**src/nfa_epsilon_simulator_defines.svh**
```systemverilog
// Assertion macros of the epsilon-NFA simulator RTL
`ifndef NFA_EPSILON_SIMULATOR_DEFINES_SVH
`define NFA_EPSILON_SIMULATOR_DEFINES_SVH

// same-cycle implication, checked outside reset
`define NFAE_ASSERT_IMPL(lbl, ante, cons, msg) \
  lbl: assert property (@(posedge clk) disable iff (!rst_n) (ante) |-> (cons)) else $error(msg);

// next-cycle implication, checked outside reset
`define NFAE_ASSERT_NEXT(lbl, ante, cons, msg) \
  lbl: assert property (@(posedge clk) disable iff (!rst_n) (ante) |=> (cons)) else $error(msg);

`endif

```
**src/nfae_pkg.sv**
```systemverilog
// Types and constants of the epsilon-NFA simulator
package nfae_pkg;

  localparam int STATE_W    = 6;
  localparam int SYM_W      = 5;
  localparam int FUNC_W     = 2;
  localparam int STAT_W     = 2;
  localparam int MAX_STATES = 64;

  localparam int DEF_NUM_STATES      = 64;
  localparam int DEF_MAX_TRANSITIONS = 128;

  // symbol codes: letters a-z are 0..25, then epsilon, then anything else
  localparam logic [SYM_W-1:0] SYM_LETTERS = 5'd26;
  localparam logic [SYM_W-1:0] SYM_EPS     = 5'd26;

  typedef enum logic [FUNC_W-1:0] {
    FN_ADD   = 2'd0,
    FN_CLEAR = 2'd1,
    FN_START = 2'd2,
    FN_CHAR  = 2'd3
  } func_t;

  typedef enum logic [STAT_W-1:0] {
    STAT_OK   = 2'd0,
    STAT_DUP  = 2'd1,
    STAT_FULL = 2'd2
  } stat_t;

  typedef enum logic [2:0] {
    ST_IDLE,
    ST_DUP,
    ST_MOVE,
    ST_CLOSE,
    ST_FINISH
  } state_t;

  typedef struct packed {
    logic [STATE_W-1:0] from_state;
    logic [SYM_W-1:0]   symbol;
    logic [STATE_W-1:0] to_state;
  } entry_t;

  typedef struct packed {
    logic shift;
    logic load;
  } ring_ctl_t;

endpackage

```
**src/nfae_in_if.sv**
```systemverilog
// Input item channel of the epsilon-NFA simulator
interface nfae_in_if;
  logic                         valid;
  logic                         ready;
  logic [nfae_pkg::FUNC_W-1:0]  func;
  logic [nfae_pkg::STATE_W-1:0] from_state;
  logic [nfae_pkg::STATE_W-1:0] to_state;
  logic [nfae_pkg::SYM_W-1:0]   symbol;

  modport source (output valid, output func, output from_state, output to_state,
                  output symbol, input ready);
  modport sink   (input valid, input func, input from_state, input to_state,
                  input symbol, output ready);
endinterface

```
**src/nfae_out_if.sv**
```systemverilog
// Result channel of the epsilon-NFA simulator
interface nfae_out_if;
  logic                        valid;
  logic                        ready;
  logic                        accept;
  logic                        set_empty;
  logic [nfae_pkg::STAT_W-1:0] status;

  modport source (output valid, output accept, output set_empty, output status,
                  input ready);
  modport sink   (input valid, input accept, input set_empty, input status,
                  output ready);
endinterface

```
**src/nfae_cell.sv**
```systemverilog
// One transition-table cell of the rotating ring
module nfae_cell #(
  parameter int MAX_TRANSITIONS = nfae_pkg::DEF_MAX_TRANSITIONS,
  parameter int CELL_IDX        = 0
) (
  input  logic                  clk,
  input  nfae_pkg::ring_ctl_t   ctl,
  input  logic [(MAX_TRANSITIONS > 1 ? $clog2(MAX_TRANSITIONS) : 1)-1:0] load_idx,
  input  nfae_pkg::entry_t      load_data,
  input  nfae_pkg::entry_t      nbr_i,
  output nfae_pkg::entry_t      entry_o
);

  localparam int IDX_W = (MAX_TRANSITIONS > 1) ? $clog2(MAX_TRANSITIONS) : 1;

  nfae_pkg::entry_t entry_r;

  // load wins; the ring never shifts while a load is pending
  always_ff @(posedge clk) begin
    if (ctl.load && (load_idx == IDX_W'(CELL_IDX))) begin
      entry_r <= load_data;
    end else if (ctl.shift) begin
      entry_r <= nbr_i;
    end
  end

  assign entry_o = entry_r;

endmodule

```
**src/nfae_ctrl.sv**
```systemverilog
// Sequencer, active-set datapath and result register of the epsilon-NFA simulator
`include "nfa_epsilon_simulator_defines.svh"

module nfae_ctrl #(
  parameter int NUM_STATES      = nfae_pkg::DEF_NUM_STATES,
  parameter int MAX_TRANSITIONS = nfae_pkg::DEF_MAX_TRANSITIONS
) (
  input  logic                          clk,
  input  logic                          rst_n,
  nfae_in_if.sink                       in_ch,
  nfae_out_if.source                    out_ch,
  input  logic                          cfg_we,
  input  logic [nfae_pkg::STATE_W-1:0]  cfg_wdata,
  input  nfae_pkg::entry_t              head_i,
  output nfae_pkg::ring_ctl_t           ring_ctl,
  output logic [(MAX_TRANSITIONS > 1 ? $clog2(MAX_TRANSITIONS) : 1)-1:0] load_idx,
  output nfae_pkg::entry_t              load_data
);

  localparam int IDX_W = (MAX_TRANSITIONS > 1) ? $clog2(MAX_TRANSITIONS) : 1;
  localparam int CNT_W = $clog2(MAX_TRANSITIONS + 1);
  localparam logic [IDX_W-1:0] LAST_STEP = IDX_W'(MAX_TRANSITIONS - 1);
  localparam logic [CNT_W-1:0] FULL_CNT  = CNT_W'(MAX_TRANSITIONS);

  nfae_pkg::state_t state_r, state_nxt;
  logic [IDX_W-1:0]       step_r, step_nxt;
  logic [CNT_W-1:0]       cnt_r, cnt_nxt;
  nfae_pkg::func_t        func_r, func_nxt;
  nfae_pkg::entry_t       op_r, op_nxt;
  logic [NUM_STATES-1:0]  set_r, set_nxt;
  logic [NUM_STATES-1:0]  acc_r, acc_nxt;
  logic                   grew_r, grew_nxt;
  logic                   dup_r, dup_nxt;
  nfae_pkg::stat_t        stat_r, stat_nxt;
  logic [nfae_pkg::STATE_W-1:0] fin_r;
  logic                   ov_r, ov_nxt;
  logic                   oacc_r, oemp_r;
  logic [nfae_pkg::STAT_W-1:0] ostat_r;

  logic [nfae_pkg::MAX_STATES-1:0] ext_set;
  logic [NUM_STATES-1:0] to_bit;
  logic [NUM_STATES-1:0] clos_set;
  logic live, from_on, hit_eps, hit_mv, hit_dup, last, grew_now, out_free, take_in;
  logic in_pass, finish_go, wr_go;

  // head cell evaluation
  assign ext_set  = nfae_pkg::MAX_STATES'(set_r);
  assign live     = CNT_W'(step_r) < cnt_r;
  assign from_on  = ext_set[head_i.from_state];
  assign to_bit   = NUM_STATES'(nfae_pkg::MAX_STATES'(1) << head_i.to_state);
  assign hit_eps  = live && (head_i.symbol == nfae_pkg::SYM_EPS) && from_on;
  assign hit_mv   = live && (head_i.symbol == op_r.symbol) && from_on;
  assign hit_dup  = live && (head_i == op_r);
  assign last     = (step_r == LAST_STEP);
  assign clos_set = set_r | (hit_eps ? to_bit : '0);
  assign grew_now = (clos_set != set_r);
  assign out_free = !ov_r || out_ch.ready;
  assign take_in  = in_ch.valid && (state_r == nfae_pkg::ST_IDLE);

  // next state
  always_comb begin
    state_nxt = state_r;
    case (state_r)
      nfae_pkg::ST_IDLE: begin
        if (in_ch.valid) begin
          case (in_ch.func)
            nfae_pkg::FN_ADD: begin
              state_nxt = (in_ch.symbol > nfae_pkg::SYM_EPS) ? nfae_pkg::ST_FINISH
                                                             : nfae_pkg::ST_DUP;
            end
            nfae_pkg::FN_START: state_nxt = nfae_pkg::ST_CLOSE;
            nfae_pkg::FN_CHAR: begin
              state_nxt = (in_ch.symbol < nfae_pkg::SYM_LETTERS) ? nfae_pkg::ST_MOVE
                                                                 : nfae_pkg::ST_FINISH;
            end
            default: state_nxt = nfae_pkg::ST_FINISH;
          endcase
        end
      end
      nfae_pkg::ST_DUP:   if (last) state_nxt = nfae_pkg::ST_FINISH;
      nfae_pkg::ST_MOVE:  if (last) state_nxt = nfae_pkg::ST_CLOSE;
      nfae_pkg::ST_CLOSE: if (last && !(grew_r || grew_now)) state_nxt = nfae_pkg::ST_FINISH;
      nfae_pkg::ST_FINISH: if (out_free) state_nxt = nfae_pkg::ST_IDLE;
      default: state_nxt = nfae_pkg::ST_IDLE;
    endcase
  end

  // outputs of the sequencer
  always_comb begin
    in_pass   = (state_r == nfae_pkg::ST_DUP) || (state_r == nfae_pkg::ST_MOVE) ||
                (state_r == nfae_pkg::ST_CLOSE);
    finish_go = (state_r == nfae_pkg::ST_FINISH) && out_free;
    wr_go     = finish_go && (func_r == nfae_pkg::FN_ADD) && (stat_r == nfae_pkg::STAT_OK);
    ring_ctl.shift = in_pass;
    ring_ctl.load  = wr_go;
    in_ch.ready    = (state_r == nfae_pkg::ST_IDLE);
  end

  assign load_idx  = cnt_r[IDX_W-1:0];
  assign load_data = op_r;

  // datapath next values
  always_comb begin
    logic [NUM_STATES-1:0] acc_v;
    step_nxt = step_r;
    cnt_nxt  = cnt_r;
    func_nxt = func_r;
    op_nxt   = op_r;
    set_nxt  = set_r;
    acc_nxt  = acc_r;
    grew_nxt = grew_r;
    dup_nxt  = dup_r;
    stat_nxt = stat_r;
    acc_v    = acc_r | (hit_mv ? to_bit : '0);

    if (in_pass) begin
      step_nxt = last ? '0 : step_r + 1'b1;
    end

    case (state_r)
      nfae_pkg::ST_IDLE: begin
        if (take_in) begin
          func_nxt = nfae_pkg::func_t'(in_ch.func);
          op_nxt   = '{from_state: in_ch.from_state, symbol: in_ch.symbol,
                       to_state: in_ch.to_state};
          stat_nxt = nfae_pkg::STAT_OK;
          dup_nxt  = 1'b0;
          grew_nxt = 1'b0;
          acc_nxt  = '0;
          case (in_ch.func)
            nfae_pkg::FN_ADD: begin
              if (in_ch.symbol > nfae_pkg::SYM_EPS) stat_nxt = nfae_pkg::STAT_DUP;
            end
            nfae_pkg::FN_CLEAR: cnt_nxt = '0;
            nfae_pkg::FN_START: set_nxt = NUM_STATES'(1);
            default: begin
              if (in_ch.symbol > nfae_pkg::SYM_EPS) set_nxt = '0;
            end
          endcase
        end
      end
      nfae_pkg::ST_DUP: begin
        dup_nxt = dup_r || hit_dup;
        if (last) begin
          if (dup_r || hit_dup) begin
            stat_nxt = nfae_pkg::STAT_DUP;
          end else if (cnt_r == FULL_CNT) begin
            stat_nxt = nfae_pkg::STAT_FULL;
          end
        end
      end
      nfae_pkg::ST_MOVE: begin
        acc_nxt = acc_v;
        if (last) begin
          set_nxt  = acc_v;
          grew_nxt = 1'b0;
        end
      end
      nfae_pkg::ST_CLOSE: begin
        set_nxt  = clos_set;
        grew_nxt = last ? 1'b0 : (grew_r || grew_now);
      end
      nfae_pkg::ST_FINISH: begin
        if (wr_go) cnt_nxt = cnt_r + 1'b1;
      end
      default: ;
    endcase
  end

  always_comb begin
    ov_nxt = ov_r;
    if (finish_go) begin
      ov_nxt = 1'b1;
    end else if (out_ch.ready) begin
      ov_nxt = 1'b0;
    end
  end

  always_ff @(posedge clk) begin
    if (!rst_n) begin
      state_r <= nfae_pkg::ST_IDLE;
      step_r  <= '0;
      cnt_r   <= '0;
      set_r   <= '0;
      grew_r  <= 1'b0;
      dup_r   <= 1'b0;
      stat_r  <= nfae_pkg::STAT_OK;
      func_r  <= nfae_pkg::FN_ADD;
      fin_r   <= '0;
      ov_r    <= 1'b0;
    end else begin
      state_r <= state_nxt;
      step_r  <= step_nxt;
      cnt_r   <= cnt_nxt;
      set_r   <= set_nxt;
      grew_r  <= grew_nxt;
      dup_r   <= dup_nxt;
      stat_r  <= stat_nxt;
      func_r  <= func_nxt;
      ov_r    <= ov_nxt;
      if (cfg_we) fin_r <= cfg_wdata;
    end
  end

  always_ff @(posedge clk) begin
    op_r  <= op_nxt;
    acc_r <= acc_nxt;
    if (finish_go) begin
      oacc_r  <= ext_set[fin_r];
      oemp_r  <= (set_r == '0);
      ostat_r <= stat_r;
    end
  end

  assign out_ch.valid     = ov_r;
  assign out_ch.accept    = oacc_r;
  assign out_ch.set_empty = oemp_r;
  assign out_ch.status    = ostat_r;

  `NFAE_ASSERT_IMPL(a_cnt_bound, 1'b1, cnt_r <= FULL_CNT, "entry count past table size")
  `NFAE_ASSERT_IMPL(a_ring_aligned, state_r == nfae_pkg::ST_IDLE, step_r == '0, "ring misaligned at idle")
  `NFAE_ASSERT_NEXT(a_close_grows, state_r == nfae_pkg::ST_CLOSE, (set_r & $past(set_r)) == $past(set_r), "closure lost a state")
  `NFAE_ASSERT_NEXT(a_load_counts, ring_ctl.load, cnt_r == CNT_W'($past(cnt_r) + 1'b1), "table load without count step")

endmodule

```
**src/nfa_epsilon_simulator.sv**
```systemverilog
// Epsilon-NFA simulator top level: transition ring and sequencer
// Usage:
//   in_ch  : valid/ready channel; one transfer per item (func, from_state,
//            to_state, symbol). func add stores a transition, clear empties
//            the table, start loads the epsilon closure of state 0, char
//            steps the active set on one letter (epsilon keeps it, others empty it).
//   out_ch : valid/ready channel; exactly one result per item (accept,
//            set_empty, status).
//   cfg_we/cfg_wdata : writes final_state; write only while the block idles.
// The table lives in a ring of MAX_TRANSITIONS cells that rotates one place
// per cycle during a pass, past a single evaluation point, and the ring is
// back in place after each full pass.
// Work per item, after the input transfer:
//   clear, invalid add, epsilon or other char : no table pass
//   add        : one duplicate-scan pass
//   start      : P closure passes
//   letter char: one move pass, then P closure passes, where P is the
//                number of passes until one adds no state (at most NUM_STATES).
// One item is worked at a time; in_ch.ready is high only while idle.
// A finished result sits in the output register; if out_ch stalls, the block
// still takes the next item and holds its result until the register frees.
// Reset (synchronous, rst_n low) empties the table and active set, sets
// final_state to 0; table cells themselves are not cleared.
module nfa_epsilon_simulator #(
  parameter int NUM_STATES      = nfae_pkg::DEF_NUM_STATES,
  parameter int MAX_TRANSITIONS = nfae_pkg::DEF_MAX_TRANSITIONS
) (
  input  logic                         clk,
  input  logic                         rst_n,
  nfae_in_if.sink                      in_ch,
  nfae_out_if.source                   out_ch,
  input  logic                         cfg_we,
  input  logic [nfae_pkg::STATE_W-1:0] cfg_wdata
);

  localparam int IDX_W = (MAX_TRANSITIONS > 1) ? $clog2(MAX_TRANSITIONS) : 1;

  nfae_pkg::entry_t    ring [MAX_TRANSITIONS];
  nfae_pkg::ring_ctl_t ring_ctl;
  logic [IDX_W-1:0]    load_idx;
  nfae_pkg::entry_t    load_data;

  nfae_ctrl #(
    .NUM_STATES      (NUM_STATES),
    .MAX_TRANSITIONS (MAX_TRANSITIONS)
  ) u_ctrl (
    .clk       (clk),
    .rst_n     (rst_n),
    .in_ch     (in_ch),
    .out_ch    (out_ch),
    .cfg_we    (cfg_we),
    .cfg_wdata (cfg_wdata),
    .head_i    (ring[0]),
    .ring_ctl  (ring_ctl),
    .load_idx  (load_idx),
    .load_data (load_data)
  );

  // cell k takes its neighbor k+1; the last cell wraps to the head
  for (genvar k = 0; k < MAX_TRANSITIONS; k++) begin : g_cell
    nfae_cell #(
      .MAX_TRANSITIONS (MAX_TRANSITIONS),
      .CELL_IDX        (k)
    ) u_cell (
      .clk       (clk),
      .ctl       (ring_ctl),
      .load_idx  (load_idx),
      .load_data (load_data),
      .nbr_i     (ring[(k + 1) % MAX_TRANSITIONS]),
      .entry_o   (ring[k])
    );
  end

endmodule

```
**src/flat_wrapper.sv**
```systemverilog
// flat-port wrapper written by rule: the top's interface ports become plain ports
module nfa_epsilon_simulator_flat 
#(
  parameter int NUM_STATES      = nfae_pkg::DEF_NUM_STATES,
  parameter int MAX_TRANSITIONS = nfae_pkg::DEF_MAX_TRANSITIONS
)
  (clk, rst_n, cfg_we, cfg_wdata, in_ch_valid, in_ch_func, in_ch_from_state, in_ch_to_state, in_ch_symbol, in_ch_ready, out_ch_valid, out_ch_accept, out_ch_set_empty, out_ch_status, out_ch_ready);
  nfae_in_if in_ch_i ();
  nfae_out_if out_ch_i ();
  input  logic clk;
  input  logic rst_n;
  input  logic cfg_we;
  input  logic [nfae_pkg::STATE_W-1:0] cfg_wdata;
  input wire logic [$bits(in_ch_i.valid)-1:0] in_ch_valid;
  input wire logic [$bits(in_ch_i.func)-1:0] in_ch_func;
  input wire logic [$bits(in_ch_i.from_state)-1:0] in_ch_from_state;
  input wire logic [$bits(in_ch_i.to_state)-1:0] in_ch_to_state;
  input wire logic [$bits(in_ch_i.symbol)-1:0] in_ch_symbol;
  output wire logic [$bits(in_ch_i.ready)-1:0] in_ch_ready;
  output wire logic [$bits(out_ch_i.valid)-1:0] out_ch_valid;
  output wire logic [$bits(out_ch_i.accept)-1:0] out_ch_accept;
  output wire logic [$bits(out_ch_i.set_empty)-1:0] out_ch_set_empty;
  output wire logic [$bits(out_ch_i.status)-1:0] out_ch_status;
  input wire logic [$bits(out_ch_i.ready)-1:0] out_ch_ready;
  assign in_ch_i.valid = in_ch_valid;
  assign in_ch_i.func = in_ch_func;
  assign in_ch_i.from_state = in_ch_from_state;
  assign in_ch_i.to_state = in_ch_to_state;
  assign in_ch_i.symbol = in_ch_symbol;
  assign in_ch_ready = in_ch_i.ready;
  assign out_ch_valid = out_ch_i.valid;
  assign out_ch_accept = out_ch_i.accept;
  assign out_ch_set_empty = out_ch_i.set_empty;
  assign out_ch_status = out_ch_i.status;
  assign out_ch_i.ready = out_ch_ready;
  nfa_epsilon_simulator #(.NUM_STATES(NUM_STATES), .MAX_TRANSITIONS(MAX_TRANSITIONS)) u_core (.clk(clk), .rst_n(rst_n), .in_ch(in_ch_i), .out_ch(out_ch_i), .cfg_we(cfg_we), .cfg_wdata(cfg_wdata));
endmodule
```
**config.mk**
```make
export PLATFORM = sky130hd
export DESIGN_NAME = nfa_epsilon_simulator_flat
export DESIGN_NICKNAME = d
export VERILOG_FILES = /design/src/nfae_pkg.sv /design/src/nfae_in_if.sv /design/src/nfae_out_if.sv /design/src/nfae_cell.sv /design/src/nfae_ctrl.sv /design/src/nfa_epsilon_simulator.sv /design/src/flat_wrapper.sv
export VERILOG_INCLUDE_DIRS = /design/src /design/src/src
export SDC_FILE = /design/constraint.sdc
export NUM_CORES = 2
export LEC_CHECK = 0
export BUFFER_PORTS_ARGS = -buffer_cell sky130_fd_sc_hd__buf_2
export CORE_MARGIN = 4
export CORE_UTILIZATION = 25
export DETAILED_ROUTE_END_ITERATION = 7
export GPL_ROUTABILITY_DRIVEN = 0
export PLACE_DENSITY_LB_ADDON = 0.12
export SYNTH_ARGS = -nofsm -noshare
export SYNTH_HDL_FRONTEND = slang
export SYNTH_SLANG_ARGS = --single-unit
```
**constraint.sdc**
```tcl
create_clock -name clk -period 4.02 [get_ports clk]
set_clock_uncertainty 0.2 [all_clocks]
set_input_delay 0.603 -clock clk [delete_from_list [all_inputs] [get_ports clk]]
set_output_delay 0.603 -clock clk [all_outputs]
set_load 0.05 [all_outputs]
```
======== Word-level counts from Yosys, hierarchy flattened ========
Cells that the tools add are included.
W data, S select, Z words.
storage, ports and cells
  register bits ........................... 2356
  input port bits ......................... 30
  output and inout port bits .............. 6
  logic and storage cells ................. 1152
operators by class
  $add $sub $neg .......................... 2
  order comparisons ....................... 5
  equal/unequal tests ..................... 151
  shift-type cells ........................ 1
  muxes and demuxes ....................... 297
  bitwise logic cells ..................... 2
  reduce and logical (&&, ||, !) cells .... 293
operators by type and width
  operator                number
  $mux W17                256
  $eq A7 B7 Y1 const B    65
  $mux W64                6
  $reduce_bool A2 Y1      132
  $pmux W64 S2            2
  $eq A7 B6 Y1 const B    32
  $pmux W64 S3            1
  $logic_and A1 B1 Y1     138
  $or A64 B64 Y64         2
  $eq A7 B5 Y1 const B    16
  $logic_not A64 Y1       1
  $ne A64 B64 Y1          1
  $shl A1 B6 Y64 const A  1
  $eq A7 B4 Y1 const B    8
  $eq A7 B3 Y1 const B    4
  $mux W8                 3
  $mux W3                 7
  $eq A17 B17 Y1          1
  $pmux W8 S2             1
  $pmux W3 S5             1
  $eq A7 B2 Y1 const B    2
  $lt A6 B7 Y1 const B    2
  $ne A2 B2 Y1 const B    7
  $bmux W1 S6             2
  34 further kinds        60

======== Depth between registers and ports, before layout ========
  depth in word-level cells ............... 11
  depth in mapped cells ................... 13

======== Cells and area by module ========
Synthesis repeated with hierarchy kept, for this count alone.
unflattened totals
  cells, all modules ...................... 6063
  area, all modules ....................... 112999.6 µm²
by module, submodules not included
  module                                     times used  cells each  area each (µm²)
  nfae_cell (u_core.g_cell[101].u_cell ...)  20          39          793.3
  nfae_cell (u_core.g_cell[100].u_cell ...)  16          39          804.5
  nfae_ctrl                                  1           1068        10492.6
  nfae_cell (u_core.g_cell[103].u_cell ...)  12          39          829.5
  nfae_cell (u_core.g_cell[10].u_cell ...)   12          39          800.8
  nfae_cell (u_core.g_cell[19].u_cell ...)   10          39          790.8
  nfae_cell (u_core.g_cell[112].u_cell ...)  9           39          794.5
  nfae_cell (u_core.g_cell[111].u_cell ...)  7           39          818.3
  nfae_cell (u_core.g_cell[108].u_cell ...)  7           39          788.3
  nfae_cell (u_core.g_cell[117].u_cell ...)  6           39          830.8
  nfae_cell (u_core.g_cell[12].u_cell ...)   6           39          802.0
  nfae_cell (u_core.g_cell[1].u_cell ...)    4           39          813.3
  nfae_cell (u_core.g_cell[113].u_cell ...)  4           39          760.7
  nfae_cell (u_core.g_cell[48].u_cell ...)   3           39          803.3
  +6 rows                                    -           -           -

======== Worst setup path after synthesis ========
No wires, ideal clock.
  path kind ............................... flip-flop to flip-flop
  from .................................... register u_core.u_ctrl.ov_r, in the netlist u_core.u_ctrl.out_ch.valid
  to ...................................... register u_core.g_cell[54].u_cell.entry_r (netlist bit u_core.g_cell[54].u_cell.entry_o[0]) (enable)
  setup time .............................. 0.415 ns
  data arrival time ....................... 3.405 ns
  data required time ...................... 3.405 ns
  setup slack ............................. 0.001 ns
  cell stages (with the launch flop) ...... 9
  path buffers ............................ 3
  period minus slack after synthesis ...... 4.019 ns
  cells stage by stage .................... dfxtp_1 > nor2b_1 > and3b_1 > nand2_1 > or3_1 > clkbuf_1 > buf_2 > clkbuf_1 > o21ai_0
on the way
  cells in the longest elaborated chain, start to end .. 7
ends and longest elaborated chain
  item                               line              source
  start: declaration                 nfae_ctrl.sv:36   logic ov_r, ov_nxt;
  start signal: assignment           nfae_ctrl.sv:200  ov_r <= ov_nxt;
  $logic_not A1 Y1                   nfae_ctrl.sv:57   assign out_free = !ov_r || out_ch.ready;
  $logic_or A1 B1 Y1                 nfae_ctrl.sv:57
  $logic_and A1 B1 Y1                nfae_ctrl.sv:92   finish_go = (state_r == nfae_pkg::ST_FINISH) && out_free;
  named net u_core.u_ctrl.finish_go  nfae_ctrl.sv:44   logic in_pass, finish_go, wr_go;
  $logic_and A1 B1 Y1 (2 in series)  nfae_ctrl.sv:93   wr_go = finish_go && (func_r == nfae_pkg::FN_ADD) && (stat_r == nfae_pkg::STAT_OK);
  $logic_and A1 B1 Y1                nfae_cell.sv:20   if (ctl.load && (load_idx == IDX_W'(CELL_IDX))) begin
  $reduce_bool A2 Y1 (no line)       -
  end signal: assignment             nfae_cell.sv:21   entry_r <= load_data;
  end signal: assignment             nfae_cell.sv:23   entry_r <= nbr_i;
  end: declaration                   nfae_cell.sv:16   nfae_pkg::entry_t entry_r;
The timed path passes the listed nets, and every way through them passes these cells.
A chain may end at the register's enable or synchronous reset.

======== Worst setup path after layout ========
  from .................................... register u_core.g_cell[0].u_cell.entry_r (netlist bit u_core.g_cell[0].u_cell.entry_o[15])
  to ...................................... register u_core.u_ctrl.stat_r[0]
on the way
  cells in the longest elaborated chain, start to end .. 6
  elaborated cells on any way between the ends .. 8
  those cells by class .................... eq/ne: 2; mux: 3; reduce/logical: 3
ends and longest elaborated chain
  item                      line              source
  start: declaration        nfae_cell.sv:16
  start signal: assignment  nfae_cell.sv:21
  start signal: assignment  nfae_cell.sv:23
  $eq A17 B17 Y1 *          nfae_ctrl.sv:53   assign hit_dup = live && (head_i == op_r);
  $logic_and A1 B1 Y1 *     nfae_ctrl.sv:53
  $logic_or A1 B1 Y1 *      nfae_ctrl.sv:145  if (dup_r || hit_dup) begin
  $mux W2                   nfae_ctrl.sv:145
  $mux W2                   nfae_ctrl.sv:144  if (last) begin
  $pmux W2 S2               nfae_ctrl.sv:120  case (state_r)
  end signal: assignment    nfae_ctrl.sv:187  stat_r <= nfae_pkg::STAT_OK;
  end signal: assignment    nfae_ctrl.sv:198  stat_r <= stat_nxt;
  end: declaration          nfae_ctrl.sv:34   nfae_pkg::stat_t stat_r, stat_nxt;
Mark *: on every way between the ends. The rest lies on a longest branch, timed or not. The select of a mux whose other input is x is not followed.

==> impl_results.md <==
* Status: finished clean
* Critical hold path startpoint: rst_n
* RSZ-0062 raised after global routing: false
* Core ar. at between 400000 and 500000 µm²
* Critical path fanouts, max at 9
* Grt peak-use layer: met2
* Sequential share of power at between 40% and 50%
* Vias in the first global route at roughly 60000
* Number of flops mapped to enable cells by yosys at 2261
* Clock power share at 38.0%
* Hold Path Stages at 2
* CP cell instances: xor2_1 -> nor4_1 -> nand3_1 -> a211o_1 -> a2111oi_0 -> nor2b_1 -> o21a_1
* Cell variety after synth at 76
* Post-route setup slack at 0.248 ns
* Fmax at 265 MHz
* First-pass GRT wire length at 424000 µm
* Synthesized area per cell at between 15 and 20 µm²
* Post-CTS Hold Fix Bufs at 33
* Sw frac at about a quarter
* Setup crit start kind: flip-flop
* Via count at roughly 54000
* CP arrival at 4.38 ns
* Ys Warns at 0
* Post CTS Setup Buffer Count at 0
* Met3 GRT Util at 1.71%
* Final slew viol count at 0
* DRT Pass-1 Iters at 6
* Pleak at 36.3 nW
* Most common cell in the netlist: edfxtp_1
* Die width at 652 µm
* Combinational fraction of design power at between 10% and 20%
* Sequential share of the synthesized area at about two thirds
* CTS tree: built
* Min Tclk post-route at around 3.8 ns
* Worst reg2reg setup slack at 0.25 ns
* Post-DP Area at 112000 µm²
* Final Net Count at 6412
* Slew HR at approximately 30%
* Critical Path Source: u_core.g_cell[0].u_cell.entry_o[15]
* Critical Path RT at 4.62 ns
* Maximum vdd drop at about 0.0003 V
* Worst-case clock buffer depth at 4
* Dpl hpwl at 171000 µm
* DRC viols at 0
* Final period utilization at 93.8%
* 1st-iter DRT viols at 3903
* Synth area leaders: edfxtp_1 (66%), mux2_2 (24%), dfxtp_1 (1.8%)
* Dpl cells at 11500
* Num ports at 36
* PortBufs at 35
* CP bufs+invs at 0
* Pre-CTS setup slack at around 0.13 ns
* Clock latency on the worst-skew pair at 0.89 ns
* Met1 Use GR at around 19%
* Initial antenna violation count at 23
* Critical path class: reg -> reg
* Worst-Margin Slew at 1.01 ns
* Worst reg2reg endpoint: u_core.u_ctrl.stat_r[0]
* Final Hold Fails at 0
* Final WL at 291000 µm
* Slowest CP cell: edfxtp_1
* Gr usage total at 13.3%
* Largest net degree at the start of global routing at 129
* Asr flop ratio synth at 0%
* CTS sink count at 2356
* P_sw at roughly 17 mW
* Mapped Nets at 6236
* CP Capture Type: flip-flop
* Final Non-Filler Cells at around 12000
* Hold EP: u_core.u_ctrl.ext_set[54]
* Share of the synthesized area in the top cell type at 65.5%
* Area Overhead vs Synth at 16.5%
* Post-route ant nets at 0
* Clock buffer count from CTS at 282
* Design Power at 64.7 mW
* Core Util, Final at between 20% and 30%
* Area of the die at 425000 µm²
* Synth top cells by count: edfxtp_1 (2261), mux2_2 (2175), clkbuf_1 (383)
* Final instance area at 121000 µm²
* Max cap viols at 0
* Worst r2r src: u_core.g_cell[0].u_cell.entry_o[15]
* Worst R2R Path Depth at 7
* CP max stage delay at 0.92 ns
* Post-synth top flop: edfxtp_1
* Grt ovf at 0
* PostCTS Resize Cnt at 0
* Global Route met2 Usage at 22.0%
* Yosys reg bits at about 2400
* WL per Instance at 24.1 µm
* Synth Cell Area at 104000 µm²
* Worst hold path type: in -> reg
* Clock Root Buffer: clkbuf_16
* Die H at 652 µm
* Synth area leader: edfxtp_1
* Clock transition at path regs at roughly 0.060 ns
* Internal power at 48.0 mW
* Synth Instances at 6195
* CP top delay family: compound AO/OA/AOI/OAI gates
* Setup_tns at 0 ns
* Vias per cell at 4.48
* Ratio of cells with drive above 1 in the final layout at 47.6%
* PwrDens at around 540 nW/µm²
* Htree depth at 5
* WHS at 0.134 ns
* Endpoints failing setup at 0
* Initial core utilization at 25.1%
* Rows at between 200 and 250
[layout make-up]
cell class                 instances  area [µm²]
clock buffer                     348        7440
timing repair buffer             425        3630
multi-input combinational       3266       31600
tap                             5474        6850
sequential                      2356       69800
antenna                            9        22.5
inverter                          40         150
fill                           40600      292000
clock inverter                   147        1220
[worst max path at each step]
stage | to | slack [ns] | cells after the start
final | u_core.u_ctrl.stat_r[0] | 0.25 | 7
after global routing | u_core.u_ctrl.stat_r[0] | 0.11 | 8
after CTS | u_core.u_ctrl.stat_r[0] | 0.11 | 7
after detailed placement | u_core.u_ctrl.stat_r[0] | 0.13 | 7
after global placement | u_core.u_ctrl.stat_r[0] | 0.08 | 7
after floorplan | u_core.g_cell[54].u_cell.entry_o[0] | 0.0006 | 8
[metal layers]
layer | vias up | routed length (µm)
met4 | 0 | 6470
met1 | 28200 | 136000
met3 | 369 | 11100
met5 | - | 0
met2 | 1046 | 138000
li1 | 24400 | -
[power by group through the flow]
| stage | logic [mW] | clock network [mW] | registers (mW) |
|---|---|---|---|
| after CTS | 8.14 | 25.5 | 32.3 |
| after detailed placement | 8.04 | 0 | 32.7 |
| final | 7.90 | 24.6 | 32.2 |
| after global placement | 7.97 | 0 | 32.8 |
| after floorplan | 4.92 | 0 | 32.1 |
| after global routing | 8.64 | 26.5 | 32.4 |
[logic make-up after synthesis]
| group | Yosys count | synth area share (%) |
|---|---|---|
| buffers and inverters | 573 | 2.31 |
| xor gates and xnor gates | 25 | 0.211 |
| and+or+nand+nor | 619 | 2.93 |
| muxes | 2238 | 24.6 |
| DFF | 2356 | 67.3 |
| AOI/OAI and AO/OA | 373 | 2.51 |
| adders and majority gates | 11 | 0.133 |
[state kept, by name, indices dropped and copies added (netlist names)]
name                            count
u_core.g_cell.u_cell.entry_o     2176
u_core.u_ctrl.acc_r                64
u_core.u_ctrl.cnt_r                 8
u_core.u_ctrl.dup_r                 1
u_core.u_ctrl.ext_set              64
u_core.u_ctrl.fin_r                 6
u_core.u_ctrl.func_r                2
u_core.u_ctrl.grew_r                1
u_core.u_ctrl.load_data            17
u_core.u_ctrl.out_ch.accept         1
u_core.u_ctrl.out_ch.set_empty      1
u_core.u_ctrl.out_ch.status         2
u_core.u_ctrl.out_ch.valid          1
u_core.u_ctrl.stat_r                2
u_core.u_ctrl.state_r               3
u_core.u_ctrl.step_r                7
[layout by cell type (no fill, tap or decap), drive strengths merged, types with 8 or more instances in the layout]
master | Yosys | final
edfxtp | 2261 | 2261
mux2 | 2175 | 2175
buf | 150 | 392
clkbuf | 383 | 348
nor2 | 229 | 229
nand2 | 195 | 195
clkinv | 1 | 118
o21ai | 96 | 96
a31oi | 95 | 95
dfxtp | 95 | 95
inv | 39 | 50
o221a | 45 | 45
mux2i | 37 | 37
a21oi | 34 | 34
dlygate4sd3 | 0 | 33
nor4 | 29 | 29
nand3 | 28 | 28
nor3 | 27 | 27
mux4 | 26 | 26
nor2b | 22 | 22
xor2 | 16 | 16
bufinv | 0 | 16
and3 | 15 | 15
nand4 | 14 | 14
and2 | 13 | 13
a22oi | 12 | 12
o211a | 12 | 12
o22ai | 11 | 11
ha | 11 | 11
nand2b | 10 | 10
diode | 0 | 9
a32oi | 9 | 9
xnor2 | 9 | 9
nand4b | 8 | 8
a41oi | 8 | 8
No activity file was read; power rests on OpenSTA's default activity.
